--- src/hw/rtl/wsd_pkg.sv ---
`default_nettype none

package wsd_pkg;

   // result kinds
   localparam logic [1:0] KIND_HEADER   = 2'd0;
   localparam logic [1:0] KIND_PAYLOAD  = 2'd1;
   localparam logic [1:0] KIND_EMPTY    = 2'd2;
   localparam logic [1:0] KIND_MASK_ERR = 2'd3;

   // one result item
   typedef struct packed {
      logic [1:0]  kind;
      logic [7:0]  payload_byte;
      logic [63:0] byte_offset;
      logic        last_byte;
      logic        final_fragment;
      logic [3:0]  frame_opcode;
   } rsp_type;

endpackage

`default_nettype wire

--- src/hw/rtl/wsd_parser.sv ---
`default_nettype none

module wsd_parser (
   input  wire logic            clock,
   input  wire logic            reset,
   input  wire logic            accept,
   input  wire logic [7:0]      stream_byte,
   output wsd_pkg::rsp_type     result
);

   // parser phases
   localparam logic [3:0] PH_HEAD  = 4'd0;
   localparam logic [3:0] PH_LEN   = 4'd1;
   localparam logic [3:0] PH_EXT64 = 4'd2;
   localparam logic [3:0] PH_EXT16 = 4'd8;
   localparam logic [3:0] PH_KEY0  = 4'd10;
   localparam logic [3:0] PH_KEY3  = 4'd13;
   localparam logic [3:0] PH_DATA  = 4'd14;

   localparam logic [6:0] LEN_EXT64 = 7'd127;
   localparam logic [6:0] LEN_EXT16 = 7'd126;

   logic [3:0]  phase_ff,  phase_in;
   logic        fin_ff,    fin_in;
   logic [3:0]  opcode_ff, opcode_in;
   logic [63:0] length_ff, length_in;
   logic [63:0] offset_ff, offset_in;
   logic [7:0]  key_ff [4];
   logic        key_we;
   logic [1:0]  key_idx;

   // key slot follows the low phase bits: key0 at phase ten
   assign key_idx = phase_ff[1:0] - 2'd2;
   assign key_we  = (phase_ff >= PH_KEY0) && (phase_ff <= PH_KEY3);

   // next state and result for the incoming byte
   always_comb begin
      phase_in  = phase_ff;
      fin_in    = fin_ff;
      opcode_in = opcode_ff;
      length_in = length_ff;
      offset_in = offset_ff;
      result.kind         = wsd_pkg::KIND_HEADER;
      result.payload_byte = 8'd0;
      result.byte_offset  = 64'd0;
      result.last_byte    = 1'b0;
      case (phase_ff)
         PH_HEAD: begin
            fin_in    = stream_byte[7];
            opcode_in = stream_byte[3:0];
            phase_in  = PH_LEN;
         end
         PH_LEN: begin
            if (!stream_byte[7]) begin
               result.kind = wsd_pkg::KIND_MASK_ERR;
            end else if (stream_byte[6:0] == LEN_EXT64) begin
               length_in = 64'd0;
               phase_in  = PH_EXT64;
            end else if (stream_byte[6:0] == LEN_EXT16) begin
               length_in = 64'd0;
               phase_in  = PH_EXT16;
            end else begin
               length_in = {57'd0, stream_byte[6:0]};
               phase_in  = PH_KEY0;
            end
         end
         PH_KEY3: begin
            offset_in = 64'd0;
            if (length_ff == 64'd0) begin
               result.kind = wsd_pkg::KIND_EMPTY;
               phase_in    = PH_HEAD;
            end else begin
               phase_in = PH_DATA;
            end
         end
         default: begin
            if (key_we) begin
               phase_in = phase_ff + 4'd1;
            end else if (phase_ff >= PH_EXT64 && phase_ff < PH_KEY0) begin
               // extended length, big-endian
               length_in = {length_ff[55:0], stream_byte};
               phase_in  = phase_ff + 4'd1;
            end else begin
               // payload byte, also the unreachable phase fifteen
               result.kind         = wsd_pkg::KIND_PAYLOAD;
               result.byte_offset  = offset_ff;
               result.payload_byte = stream_byte ^ key_ff[offset_ff[1:0]];
               offset_in           = offset_ff + 64'd1;
               if (offset_in >= length_ff) begin
                  result.last_byte = 1'b1;
                  phase_in         = PH_HEAD;
               end
            end
         end
      endcase
      result.final_fragment = fin_in;
      result.frame_opcode   = opcode_in;
   end

   // control state
   always_ff @(posedge clock) begin
      if (reset) begin
         phase_ff  <= PH_HEAD;
         fin_ff    <= 1'b0;
         opcode_ff <= 4'd0;
         length_ff <= 64'd0;
         offset_ff <= 64'd0;
      end else if (accept) begin
         phase_ff  <= phase_in;
         fin_ff    <= fin_in;
         opcode_ff <= opcode_in;
         length_ff <= length_in;
         offset_ff <= offset_in;
      end
   end

   // masking key, written before any payload read
   always_ff @(posedge clock) begin
      if (accept && key_we) begin
         key_ff[key_idx] <= stream_byte;
      end
   end

endmodule

`default_nettype wire

--- src/hw/rtl/wsd_rsp_buf.sv ---
`default_nettype none

module wsd_rsp_buf (
   input  wire logic            clock,
   input  wire logic            reset,
   input  wire logic            in_valid,
   input  wire wsd_pkg::rsp_type in_data,
   input  wire logic            rsp_stall,
   output logic                 rsp_valid,
   output wsd_pkg::rsp_type     rsp_data,
   output logic                 full
);

   logic             main_valid_ff;
   logic             skid_valid_ff;
   wsd_pkg::rsp_type main_ff;
   wsd_pkg::rsp_type skid_ff;
   logic             out_take;

   assign out_take  = main_valid_ff && !rsp_stall;
   assign rsp_valid = main_valid_ff;
   assign rsp_data  = main_ff;
   assign full      = skid_valid_ff;

   // valid flags
   always_ff @(posedge clock) begin
      if (reset) begin
         main_valid_ff <= 1'b0;
         skid_valid_ff <= 1'b0;
      end else if (skid_valid_ff) begin
         if (out_take) begin
            skid_valid_ff <= 1'b0;
         end
      end else if (in_valid) begin
         main_valid_ff <= 1'b1;
         if (main_valid_ff && !out_take) begin
            skid_valid_ff <= 1'b1;
         end
      end else if (out_take) begin
         main_valid_ff <= 1'b0;
      end
   end

   // payload registers
   always_ff @(posedge clock) begin
      if (skid_valid_ff) begin
         if (out_take) begin
            main_ff <= skid_ff;
         end
      end else if (in_valid) begin
         if (!main_valid_ff || out_take) begin
            main_ff <= in_data;
         end else begin
            skid_ff <= in_data;
         end
      end
   end

endmodule

`default_nettype wire

--- src/hw/rtl/websocket_frame_deframer.sv ---
// each result is registered into the output buffer when its byte is accepted
// throughput: one byte per cycle while the output buffer is not full
// a two-entry output buffer (main, skid) takes one more byte during output stall
// reset: synchronous, active high; clears parser phase, flags, length, offset
// and output valid flags; the masking key is not cleared
`default_nettype none

module websocket_frame_deframer (
   input  wire logic        clock,
   input  wire logic        reset,
   input  wire logic        req_valid,
   output logic             req_stall,
   input  wire logic [7:0]  req_stream_byte,
   output logic             rsp_valid,
   input  wire logic        rsp_stall,
   output logic [1:0]       rsp_kind,
   output logic [7:0]       rsp_payload_byte,
   output logic [63:0]      rsp_byte_offset,
   output logic             rsp_last_byte,
   output logic             rsp_final_fragment,
   output logic [3:0]       rsp_frame_opcode
);

   logic             accept;
   logic             buf_full;
   wsd_pkg::rsp_type result;
   wsd_pkg::rsp_type rsp_data;

   // input transfer
   assign req_stall = buf_full;
   assign accept    = req_valid && !buf_full;

   wsd_parser u_parser (
      .clock       (clock),
      .reset       (reset),
      .accept      (accept),
      .stream_byte (req_stream_byte),
      .result      (result)
   );

   wsd_rsp_buf u_rsp_buf (
      .clock     (clock),
      .reset     (reset),
      .in_valid  (accept),
      .in_data   (result),
      .rsp_stall (rsp_stall),
      .rsp_valid (rsp_valid),
      .rsp_data  (rsp_data),
      .full      (buf_full)
   );

   // result fields
   assign rsp_kind           = rsp_data.kind;
   assign rsp_payload_byte   = rsp_data.payload_byte;
   assign rsp_byte_offset    = rsp_data.byte_offset;
   assign rsp_last_byte      = rsp_data.last_byte;
   assign rsp_final_fragment = rsp_data.final_fragment;
   assign rsp_frame_opcode   = rsp_data.frame_opcode;

   // checks
   a_payload_fields_zero: assert property (@(posedge clock) disable iff (reset)
      (rsp_valid && rsp_kind != wsd_pkg::KIND_PAYLOAD) |->
      (rsp_payload_byte == 8'd0 && rsp_byte_offset == 64'd0 && !rsp_last_byte))
      else $error("non-payload result carries payload fields");

   a_stall_needs_result: assert property (@(posedge clock) disable iff (reset)
      req_stall |-> rsp_valid)
      else $error("input stalled with no result pending");

   a_reset_empties: assert property (@(posedge clock)
      reset |=> (!rsp_valid && !req_stall))
      else $error("output buffer not empty after reset");

   a_stall_drains: assert property (@(posedge clock) disable iff (reset)
      (req_stall && !rsp_stall) |=> !req_stall)
      else $error("skid entry not drained after output transfer");

endmodule

`default_nettype wire
--- config.mk ---
export PLATFORM = sky130hd
export DESIGN_NAME = websocket_frame_deframer
export DESIGN_NICKNAME = d
export VERILOG_FILES = /design/src/hw/rtl/wsd_pkg.sv /design/src/hw/rtl/wsd_parser.sv /design/src/hw/rtl/wsd_rsp_buf.sv /design/src/hw/rtl/websocket_frame_deframer.sv
export SDC_FILE = /design/constraint.sdc
export NUM_CORES = 1
export LEC_CHECK = 0
export BUFFER_PORTS_ARGS = -buffer_cell sky130_fd_sc_hd__buf_2
export CAP_MARGIN = 20
export CORE_MARGIN = 10
export CORE_UTILIZATION = 55
export CTS_CLUSTER_DIAMETER = 120
export DETAILED_ROUTE_END_ITERATION = 10
export PLACE_DENSITY_LB_ADDON = 0.12
export SYNTH_ARGS = -nofsm -noshare
export SYNTH_HDL_FRONTEND = slang
export SYNTH_SLANG_ARGS = --single-unit
--- constraint.sdc ---
create_clock -name clock -period 5.8 [get_ports clock]
set_input_delay 1.16 -clock clock [delete_from_list [all_inputs] [get_ports clock]]
set_output_delay 1.16 -clock clock [all_outputs]
set_load 0.005 [all_outputs]
==> results of run 1 <==
[kinds of logic after synthesis]
group,share of synthesized area
AOI/OAI and AO/OA,0.101
xor gates and xnor gates,0.0381
adders and majority gates,0.0537
buffers and inverters,0.0433
DFF,0.526
muxes,0.0586
and+or+nand+nor,0.179
[tightest hold or removal path: stages (launching register included)]
cell and delay, ps:
dfxtp_1 320, nand2_1 60, a21oi_1 50
[registers in the layout (all words and copies together), names as in the netlist, named ones only]
register	count
u_rsp_buf.rsp_data	80
u_parser.length_ff	64
u_parser.fin_ff	1
u_parser.opcode_ff	4
u_rsp_buf.full	1
u_parser.phase_ff	4
u_rsp_buf.skid_ff	80
u_parser.key_ff	32
u_parser.offset_ff	64
u_rsp_buf.rsp_valid	1
[metal layers]
metal	vias up	GRT usage	routed length (µm)
met5	-	0	0
met4	0	0.0584	795
met3	51	0.0358	3000
met2	406	0.328	18300
met1	5854	0.321	18900
li1	5891	-	-
[metrics by stage]
stage | area, µm² | total power, mW | setup WS, ps
floorplan | 16300 | 3.20 | 1590
global placement | 17100 | 3.47 | 1180
finish | 18200 | 5.65 | 1060
CTS | 18200 | 5.69 | 1150
detailed placement | 17100 | 3.48 | 1180
global route | 18200 | 5.87 | 663
[placed cells by master, fill, tap and decap left out, drive strengths merged, types with 7 or more instances in the layout]
cell type and count:
nand2b 7, and4 16, xor2 20, o31ai 25
and3 74, xnor2 51, a21oi 142, inv 77
buf 117, ha 70, clkbuf 59, o21ai 62
nor3 20, edfxtp 192, mux4 8, nand4 29
a31oi 18, dfxtp 141, nand3 102, and2 14
or3 12, mux2 68, nor4 27, a22oi 14
nor2 90, nand2 166
[power groups by stage]
stage	Sequential [mW]	Combinational, mW	Clock, mW
2_1_floorplan	2.71	0.484	0
3_3_place_gp	2.72	0.747	0
3_5_place_dp	2.73	0.752	0
4_1_cts	2.68	0.756	2.25
5_1_grt	2.69	0.831	2.35
6_report	2.68	0.762	2.22
[cells in the mapped netlist, types with 2 or more instances]
master,number
a31oi_1,18
o211ai_1,2
mux4_2,8
or2_2,3
a41oi_1,4
and2_1,12
buf_4,2
inv_1,75
and3_1,74
or4_1,5
a221oi_1,2
or3_1,12
a21oi_1,142
edfxtp_1,192
xnor2_1,51
nor2_1,90
o21ai_0,62
nor3_1,20
mux2_2,68
nor4_1,24
nand3b_1,2
a21o_1,5
and2_0,2
clkbuf_1,98
xor2_1,20
buf_1,3
nand2b_1,7
a211oi_1,2
nor4_2,2
nand4_1,28
a22o_1,2
o21a_1,2
nand3_1,102
a22oi_1,14
ha_1,70
buf_2,3
o31ai_1,25
nor2b_1,6
and4_1,15
dfxtp_1,141
nand2_1,165
[area by class of cell]
type                    instances  area, µm²
fillers                      2448      11200
flip-flops and latches        333       8590
multi-input cells            1083       7060
clock buffers                  59       1110
repair buffers                117        673
well taps                     390        488
inverters                      75        282
clock inverters                 6       36.3
[worst max path at each step]
stage	depth (start not counted)	start	slack (ps)	to
global route	16	u_parser.offset_ff[0]	660	u_parser.phase_ff[3]
global placement	14	u_parser.offset_ff[23]	1180	u_parser.phase_ff[3]
detailed placement	16	u_parser.offset_ff[0]	1180	u_parser.phase_ff[3]
floorplan	15	u_parser.offset_ff[0]	1590	u_parser.phase_ff[1]
finish	14	u_parser.offset_ff[23]	1060	u_parser.phase_ff[3]
CTS	16	u_parser.offset_ff[0]	1150	u_parser.phase_ff[3]
==> results_dict.tcl, run 1 <==
set metrics [dict create \
    synthTopCellsByArea "edfxtp_1 (35%), dfxtp_1 (17%), ha_1 (5.4%)" \
    via_count 12200 \
    cts_hold_buf 0 \
    grt_pass1_vias 11400 \
    clock.fmax_mhz 211 \
    first_iter_violations 1040 \
    drt-total-wl_um 40900 \
    instances_no_fill 2063 \
    internal_power_mw 4.17 \
    hold_viol 0 \
    fin_crit_sh 0.817 \
    syn_nets 1681 \
    drt.antenna.violating_nets 0 \
    worst_pin_slew_ps 975 \
    hold_path_depth 2 \
    synth_top_area_frac 0.353 \
    post_cts_resized 0 \
    port_buffers 93 \
    cpLargestDelayFamily "simple AND/OR/NAND/NOR gates" \
    critical_path_arrival_ps 5140 \
    antenna_found_initial 1 \
    setup_violations 0 \
    hp-class "flip-flop to flip-flop" \
    synth_area_per_cell_um2 10.2 \
    pwr-share-comb 0.135 \
    chipWidth_um 192 \
    diodes 0 \
    cp-end-kind "flip-flop" \
    nNetsFinal 1728 \
    coreArea_um2 29500 \
    grt_usage 0.218 \
    pwr-share-seq 0.473 \
    hpwl_um 28000 \
    htree_levels 2 \
    chipHeight_um 192 \
    first_pass_iters 5 \
    rsz0062_at_grt "false" \
    cts_root_buf "clkbuf_16" \
    relSlewSlack 0.350 \
    min_period_ps 4740 \
    synth_seq_cells 333 \
    async_flop_share 0 \
    leakage_nw 6.74 \
    min_from "u_parser.length_ff[59]" \
    cp-start-kind "flip-flop" \
    status "completed" \
    power_switching_mw 1.49 \
    p_per_area_nw_per_um2 310 \
    clkPwrFrac 0.392 \
    synth_top_flop_cell "edfxtp_1" \
    dieArea_um2 37000 \
    reg2reg_to "u_parser.phase_ff[3]" \
    fin_tns_setup_ps 0 \
    initial_core_util 0.554 \
    finClkSkew_ps 20.1 \
    seq_area_frac_synth 0.526 \
    worstPathRequired_ps 6200 \
    r2r_start "u_parser.offset_ff[23]" \
    path_class "flip-flop to flip-flop" \
    crit_buf_inv 1 \
    syn_to_final_growth_pct 11.8 \
    drv_cap 0 \
    syn-cell-area_um2 16300 \
    ys_types 60 \
    worstSkewPairLatency_ps 530 \
    io_pins 94 \
    cp_max_fo 9 \
    dpl.cell_count 1997 \
    final-max-slew-violation-count 0 \
    clkSinkCount 333 \
    holdWs_ps 478 \
    yosysTopAreaCell "edfxtp_1" \
    synth-edff-count 192 \
    via_per_inst 5.91 \
    grt_first_pass_wirelength_um 64400 \
    gr-total-overflow 0 \
    avgRoutedWirePerCell_um 19.8 \
    hold_end "u_parser.length_ff[59]" \
    cts_buffers 36 \
    drive_above_1_share 0.158 \
    cts_tree "done" \
    grt_max_degree 89 \
    ff2ff_path_depth 14 \
    clkTransAtPathRegs_ps 60 \
    vdd_drop_max_mv 0.259 \
    switching_share 0.263 \
    yosysWarnings 0 \
    fin_util 0.619 \
    rows 63 \
    crit_chain "nand4_1 -> nor4_2 -> buf_4 -> and4_1 -> nand3_1 -> xnor2_1 -> ha_1 -> nand4_1 -> nor4_1 -> and4_1 -> o31a_1 -> a31oi_1 -> a31o_2 -> mux2_2" \
    synthCells 1599 \
    gp_congestion 0.918 \
    r2r_slack_ps 1060 \
    cts_buffer_depth 3 \
    crit_slowest_cell "nor4_1" \
    remaining_drc_errors 0 \
    worst_path_largest_cell_delay_ps 580 \
    postCtsSetupRepairBufs 0 \
]
Note: power is estimated with default switching activity, not from simulation.
==> inputs of run 2 (changes only) <==
--- a/config.mk
+++ b/config.mk
@@ -8,7 +8,7 @@
 export BUFFER_PORTS_ARGS = -buffer_cell sky130_fd_sc_hd__buf_2
 export CAP_MARGIN = 20
 export CORE_MARGIN = 10
-export CORE_UTILIZATION = 55
+export CORE_UTILIZATION = 61
 export CTS_CLUSTER_DIAMETER = 120
 export DETAILED_ROUTE_END_ITERATION = 10
 export PLACE_DENSITY_LB_ADDON = 0.12
==> constraint.sdc (replaced) <==
create_clock -name clock -period 4.7 [get_ports clock]
set_input_delay 0.94 -clock clock [delete_from_list [all_inputs] [get_ports clock]]
set_output_delay 0.94 -clock clock [all_outputs]
set_load 0.005 [all_outputs]
==> run 2 against run 1 <==
Non-clock buffer count is 14 higher. Sequential share of layout area decreased by 0.35 points. Flip-flop and latch count did not move. Wire length up 2.7%. Core utilization rose by 8.2 points. Via count increased by 3.0%. Die area decreased by 8.8%. Worst setup slack worse by 740 ps. Clock skew is 0.62 ps lower. Register-to-register slack lost 740 ps. Count of clock-buffer cells in the layout fell by 11. Critical endpoint is now u_parser.phase_ff[1]. Largest cell class unchanged. Largest power group unchanged.
==> results_dict.tcl, run 2 (same netlist as run 1, synthesis figures left out) <==
set metrics [dict create \
    path_class "flip-flop to flip-flop" \
    grt_first_pass_wirelength_um 66500 \
    status "completed" \
    dpl.cell_count 1955 \
    hold_end "u_parser.length_ff[63]" \
    coreArea_um2 26200 \
    fin_crit_sh 0.933 \
    port_buffers 93 \
    diodes 0 \
    grt_max_degree 81 \
    instances_no_fill 2021 \
    cp-end-kind "flip-flop" \
    initial_core_util 0.623 \
    pwr-share-comb 0.133 \
    r2r_slack_ps 320 \
    fin_tns_setup_ps 0 \
    chipHeight_um 184 \
    clkPwrFrac 0.409 \
    chipWidth_um 184 \
    power_switching_mw 1.86 \
    nNetsFinal 1742 \
    switching_share 0.259 \
    leakage_nw 6.84 \
    internal_power_mw 5.33 \
    layout_common_cells "edfxtp_1 (192), nand2_1 (164), a21oi_1 (141), dfxtp_1 (140), nand3_1 (102)" \
    final_common_cell "edfxtp_1" \
    post_cts_resized 0 \
    antenna_found_initial 0 \
    cts_hold_buf 0 \
    ff2ff_path_depth 15 \
    p_per_area_nw_per_um2 392 \
    rows 59 \
    worstSkewPairLatency_ps 520 \
    cts_buffers 36 \
    cts_root_buf "clkbuf_16" \
    hp-class "flip-flop to flip-flop" \
    dieArea_um2 33700 \
    cp_max_fo 13 \
    hpwl_um 29000 \
    avgRoutedWirePerCell_um 20.8 \
    via_per_inst 6.22 \
    vdd_drop_max_mv 0.442 \
    postCtsSetupRepairBufs 0 \
    pwr-share-seq 0.458 \
    finClkSkew_ps 19.5 \
    drv_cap 0 \
    first_iter_violations 1498 \
    via_count 12600 \
    reg2reg_to "u_parser.phase_ff[1]" \
    drive_above_1_share 0.167 \
    io_pins 94 \
    relSlewSlack 0.391 \
    worstPathRequired_ps 5090 \
    setup_violations 0 \
    grt_pass1_vias 11700 \
    htree_levels 2 \
    drt.antenna.violating_nets 0 \
    clkSinkCount 333 \
    holdWs_ps 480 \
    grt_usage 0.246 \
    cts_buffer_depth 3 \
    hold_path_depth 2 \
    syn_to_final_growth_pct 12.6 \
    clock.fmax_mhz 228 \
    worst_pin_slew_ps 904 \
    final-max-slew-violation-count 0 \
    cts_tree "done" \
    cp-start-kind "flip-flop" \
    drt-total-wl_um 42000 \
    r2r_start "u_parser.offset_ff[8]" \
    remaining_drc_errors 0 \
    first_pass_iters 6 \
    min_period_ps 4380 \
    critical_path_arrival_ps 4780 \
    gr-total-overflow 0 \
    clkTransAtPathRegs_ps 60 \
    min_from "u_parser.length_ff[63]" \
    hold_viol 0 \
    rsz0062_at_grt "false" \
    gp_congestion 0.990 \
]
==> run 2: cell types whose count changed in the layout (fill, tap and decap cells not counted), sizes merged <==
cell	delta
buf	+14
clkinvlp	+4
clkinv	+1
clkbuf	-11
bufinv	+5
==> run 2: stage by stage <==
step / util / power, mW / cell area, µm² / setup WS, ps
6_report: 0.701 / 7.20 / 18400 / 316
5_1_grt: 0.701 / 7.44 / 18400 / 29.5
4_1_cts: 0.701 / 7.23 / 18400 / 252
3_5_place_dp: 0.654 / 4.31 / 17100 / 298
3_3_place_gp: 0.654 / 4.29 / 17100 / 434
2_1_floorplan: - / 3.95 / 16300 / 490
==> run 2: final cells by class <==
| cell class | instances | area (µm²) |
|---|---|---|
| inverter | 75 | 282 |
| clock buffer | 48 | 1020 |
| sequential | 333 | 8590 |
| clock inverter | 16 | 215 |
| timing repair buffer | 131 | 791 |
| multi-input combinational | 1083 | 7060 |
| tap | 335 | 419 |
| fill | 1939 | 7830 |
==> run 2: layer usage <==
layer	track usage	vias up	wire length, µm	part of all wire
met5	0	-	0	0
met4	0.0508	0	612	0.015
met3	0.0397	55	3370	0.080
met2	0.373	553	18700	0.45
met1	0.364	6038	19300	0.46
li1	-	5924	-	-
==> run 2: how the worst max path moves through the flow <==
stage | from | end | slack (ps) | cells after the start
floorplan | u_parser.offset_ff[0] | u_parser.phase_ff[1] | 490 | 15
global placement | u_parser.offset_ff[0] | u_parser.phase_ff[3] | 430 | 17
detailed placement | u_parser.offset_ff[0] | u_parser.phase_ff[1] | 300 | 17
CTS | u_parser.offset_ff[0] | u_parser.phase_ff[1] | 250 | 17
global route | u_parser.offset_ff[0] | u_parser.phase_ff[1] | 30 | 14
finish | u_parser.offset_ff[8] | u_parser.phase_ff[1] | 320 | 15
==> run 2: power groups by stage <==
| stage | Combinational (mW) | Sequential (mW) | Clock (mW) |
|---|---|---|---|
| detailed placement | 0.948 | 3.36 | 0 |
| global placement | 0.936 | 3.36 | 0 |
| global route | 1.04 | 3.31 | 3.08 |
| CTS | 0.952 | 3.30 | 2.97 |
| floorplan | 0.597 | 3.35 | 0 |
| finish | 0.957 | 3.30 | 2.94 |
==> run 2: critical path: stages (launching register included) <==
cell,delay (ps)
dfxtp_1,480
and4_4,310
nand4_4,150
or4_4,610
nor3_1,170
buf_4,230
nand3_1,140
xnor2_1,150
ha_1,310
a21oi_1,130
o21ai_0,90
a221oi_1,340
o22ai_1,120
a211oi_1,350
a31o_2,310
mux2_2,360
==> inputs of run 3 (changes only) <==
--- a/config.mk
+++ b/config.mk
@@ -7,7 +7,6 @@
 export LEC_CHECK = 0
 export BUFFER_PORTS_ARGS = -buffer_cell sky130_fd_sc_hd__buf_2
 export CAP_MARGIN = 20
-export CORE_MARGIN = 10
 export CORE_UTILIZATION = 61
 export CTS_CLUSTER_DIAMETER = 120
 export DETAILED_ROUTE_END_ITERATION = 10
==> run 3 against run 2 <==
The run now ends with DRC left. Count of clock-buffer cells in the layout fell by 3. First-iteration DRC count fell by 8.7%. Worst setup slack got worse by 14 ps. Fmax fell by 0.32%. Via count fell by 0.43%. Largest power group unchanged. Highest routed layer unchanged.
==> results_dict.tcl, run 3 (same netlist as run 1, synthesis figures left out) <==
set metrics [dict create \
    status "complete, but fails checks" \
    failed_checks "DRC" \
    critical_path_arrival_ps 4800 \
    htree_levels 2 \
    clkPwrFrac 0.418 \
    power_switching_mw 1.84 \
    placed_cell_area_um2 17100 \
    grt_pass1_vias 11500 \
    first_pass_iters 9 \
    final_cell_area_um2 18500 \
    via_per_inst 6.19 \
    fin_ws_ps 302 \
    drt-total-wl_um 40100 \
    pwr-share-seq 0.450 \
    leakage_nw 6.90 \
    drt.antenna.violating_nets 0 \
    io_pins 94 \
    place_ws_ps 207 \
    cts_buffer_depth 3 \
    setup_violations 0 \
    diodes 0 \
    coreArea_um2 26100 \
    grt_usage 0.296 \
    initial_core_util 0.625 \
    clkSinkCount 333 \
    hp-class "flip-flop to flip-flop" \
    worstPathRequired_ps 5100 \
    path_class "flip-flop to flip-flop" \
    cts_buffers 35 \
    dieArea_um2 27400 \
    cp-start-kind "flip-flop" \
    cts_tree "done" \
    gp_congestion 0.938 \
    layout_common_cells "edfxtp_1 (192), nand2_1 (164), a21oi_1 (141), dfxtp_1 (140), nand3_1 (102)" \
    hpwl_um 27300 \
    crit_chain "ha_1 -> nand3_1 -> nor4b_1 -> nand4_1 -> buf_4 -> nor4_2 -> buf_4 -> nand3_1 -> xnor2_1 -> ha_1 -> nand4_1 -> nor4_2 -> buf_4 -> and4_1 -> o31a_1 -> a31oi_1 -> a31o_2 -> mux2_2" \
    internal_power_mw 5.49 \
    relSlewSlack 0.328 \
    antenna_found_initial 1 \
    p_per_area_nw_per_um2 397 \
    cp_common_cell "buf_4" \
    rows 59 \
    clock.fmax_mhz 227 \
    cts_root_buf "clkbuf_16" \
    grt_max_degree 78 \
    min_period_ps 4400 \
    pwr-share-comb 0.132 \
    gr-total-overflow 0 \
    syn_to_final_growth_pct 13.2 \
    worst_pin_slew_ps 1010 \
    vdd_drop_max_mv 0.574 \
    hold_viol 0 \
    cp-end-kind "flip-flop" \
    avgRoutedWirePerCell_um 19.8 \
    cp_max_fo 6 \
    via_count 12500 \
    drive_above_1_share 0.170 \
    crit_slowest_cell "dfxtp_1" \
    worst_path_largest_cell_delay_ps 420 \
    remaining_drc_errors 14 \
    switching_share 0.251 \
    grt_first_pass_wirelength_um 62500 \
    port_buffers 93 \
    first_iter_violations 1368 \
    final_common_cell "edfxtp_1" \
    final-max-slew-violation-count 0 \
    chipWidth_um 166 \
    clkTransAtPathRegs_ps 60 \
    worstSkewPairLatency_ps 520 \
    fin_crit_sh 0.936 \
    finClkSkew_ps 11.9 \
    drv_cap 0 \
    nNetsFinal 1743 \
    chipHeight_um 166 \
]
==> run 3: cell types whose count changed in the layout (fill, tap and decap cells not counted), sizes merged <==
cell	change
buf	+2
bufinv	+4
clkbuf	-3
clkinv	+4
clkinvlp	-4
inv	-2
==> run 3: final timing paths <==
path                           from                endpoint  slack (ps)  depth (start not counted)
max           u_parser.offset_ff[0]    u_parser.phase_ff[1]         300                         18
min          u_parser.length_ff[60]  u_parser.length_ff[60]         480                          2
max reg2reg   u_parser.offset_ff[0]    u_parser.phase_ff[1]         300                         18
min reg2reg  u_parser.length_ff[60]  u_parser.length_ff[60]         480                          2
==> run 3: critical path: cells and delay by family, from the launching register on <==
family / cells / cell delay (ps)
multiplexers: 1 / 280
adder cells (fa/ha/maj): 2 / 530
XOR/XNOR: 1 / 170
AO/OA/AOI/OAI: 3 / 490
AND/OR/NAND/NOR: 8 / 1810
buffers and inverters: 3 / 580
flip-flops: 1 / 420
==> run 3: through the flow <==
stage | util | power (mW) | hold slack [ps] | setup TNS [ps] | cells
6_report | 0.707 | 7.33 | 476 | 0 | 2022
2_1_floorplan | - | 3.95 | 445 | 0 | 1599
3_5_place_dp | 0.656 | 4.32 | 464 | 0 | 1957
4_1_cts | 0.705 | 7.36 | 472 | 0 | 2020
3_3_place_gp | 0.655 | 4.29 | 456 | 0 | 1956
5_1_grt | 0.707 | 7.58 | 500 | -17.1 | 2022
==> run 3: timing repair <==
item | in CTS | in global routing
hold buffers | 0 | 0
endpoints found under the setup margin | 0 | 5
setup buffers | 0 | 2
resized for setup | 0 | 5
==> run 3: layer usage <==
metal,track usage,up-vias,share of wire
met1,0.429,6027,0.45
li1,-,5927,-
met5,0,-,0
met3,0.0412,77,0.074
met4,0.0946,0,0.027
met2,0.459,485,0.45
==> run 3: cell type report <==
cell class                      count  area [µm²]
Clock buffer                       45         970
Clock inverter                     18         315
Fill cell                        1950        7660
Inverter                           75         282
Multi-Input combinational cell   1083        7100
Sequential cell                   333        8590
Tap cell                          335         419
Timing Repair Buffer              133         793
==> run 3: power groups by stage <==
| stage | registers [mW] | logic [mW] | clock network (mW) |
|---|---|---|---|
| floorplan | 3.35 | 0.597 | 0 |
| global placement | 3.36 | 0.935 | 0 |
| detailed placement | 3.36 | 0.956 | 0 |
| CTS | 3.30 | 0.963 | 3.09 |
| global route | 3.31 | 1.05 | 3.21 |
| finish | 3.30 | 0.971 | 3.06 |
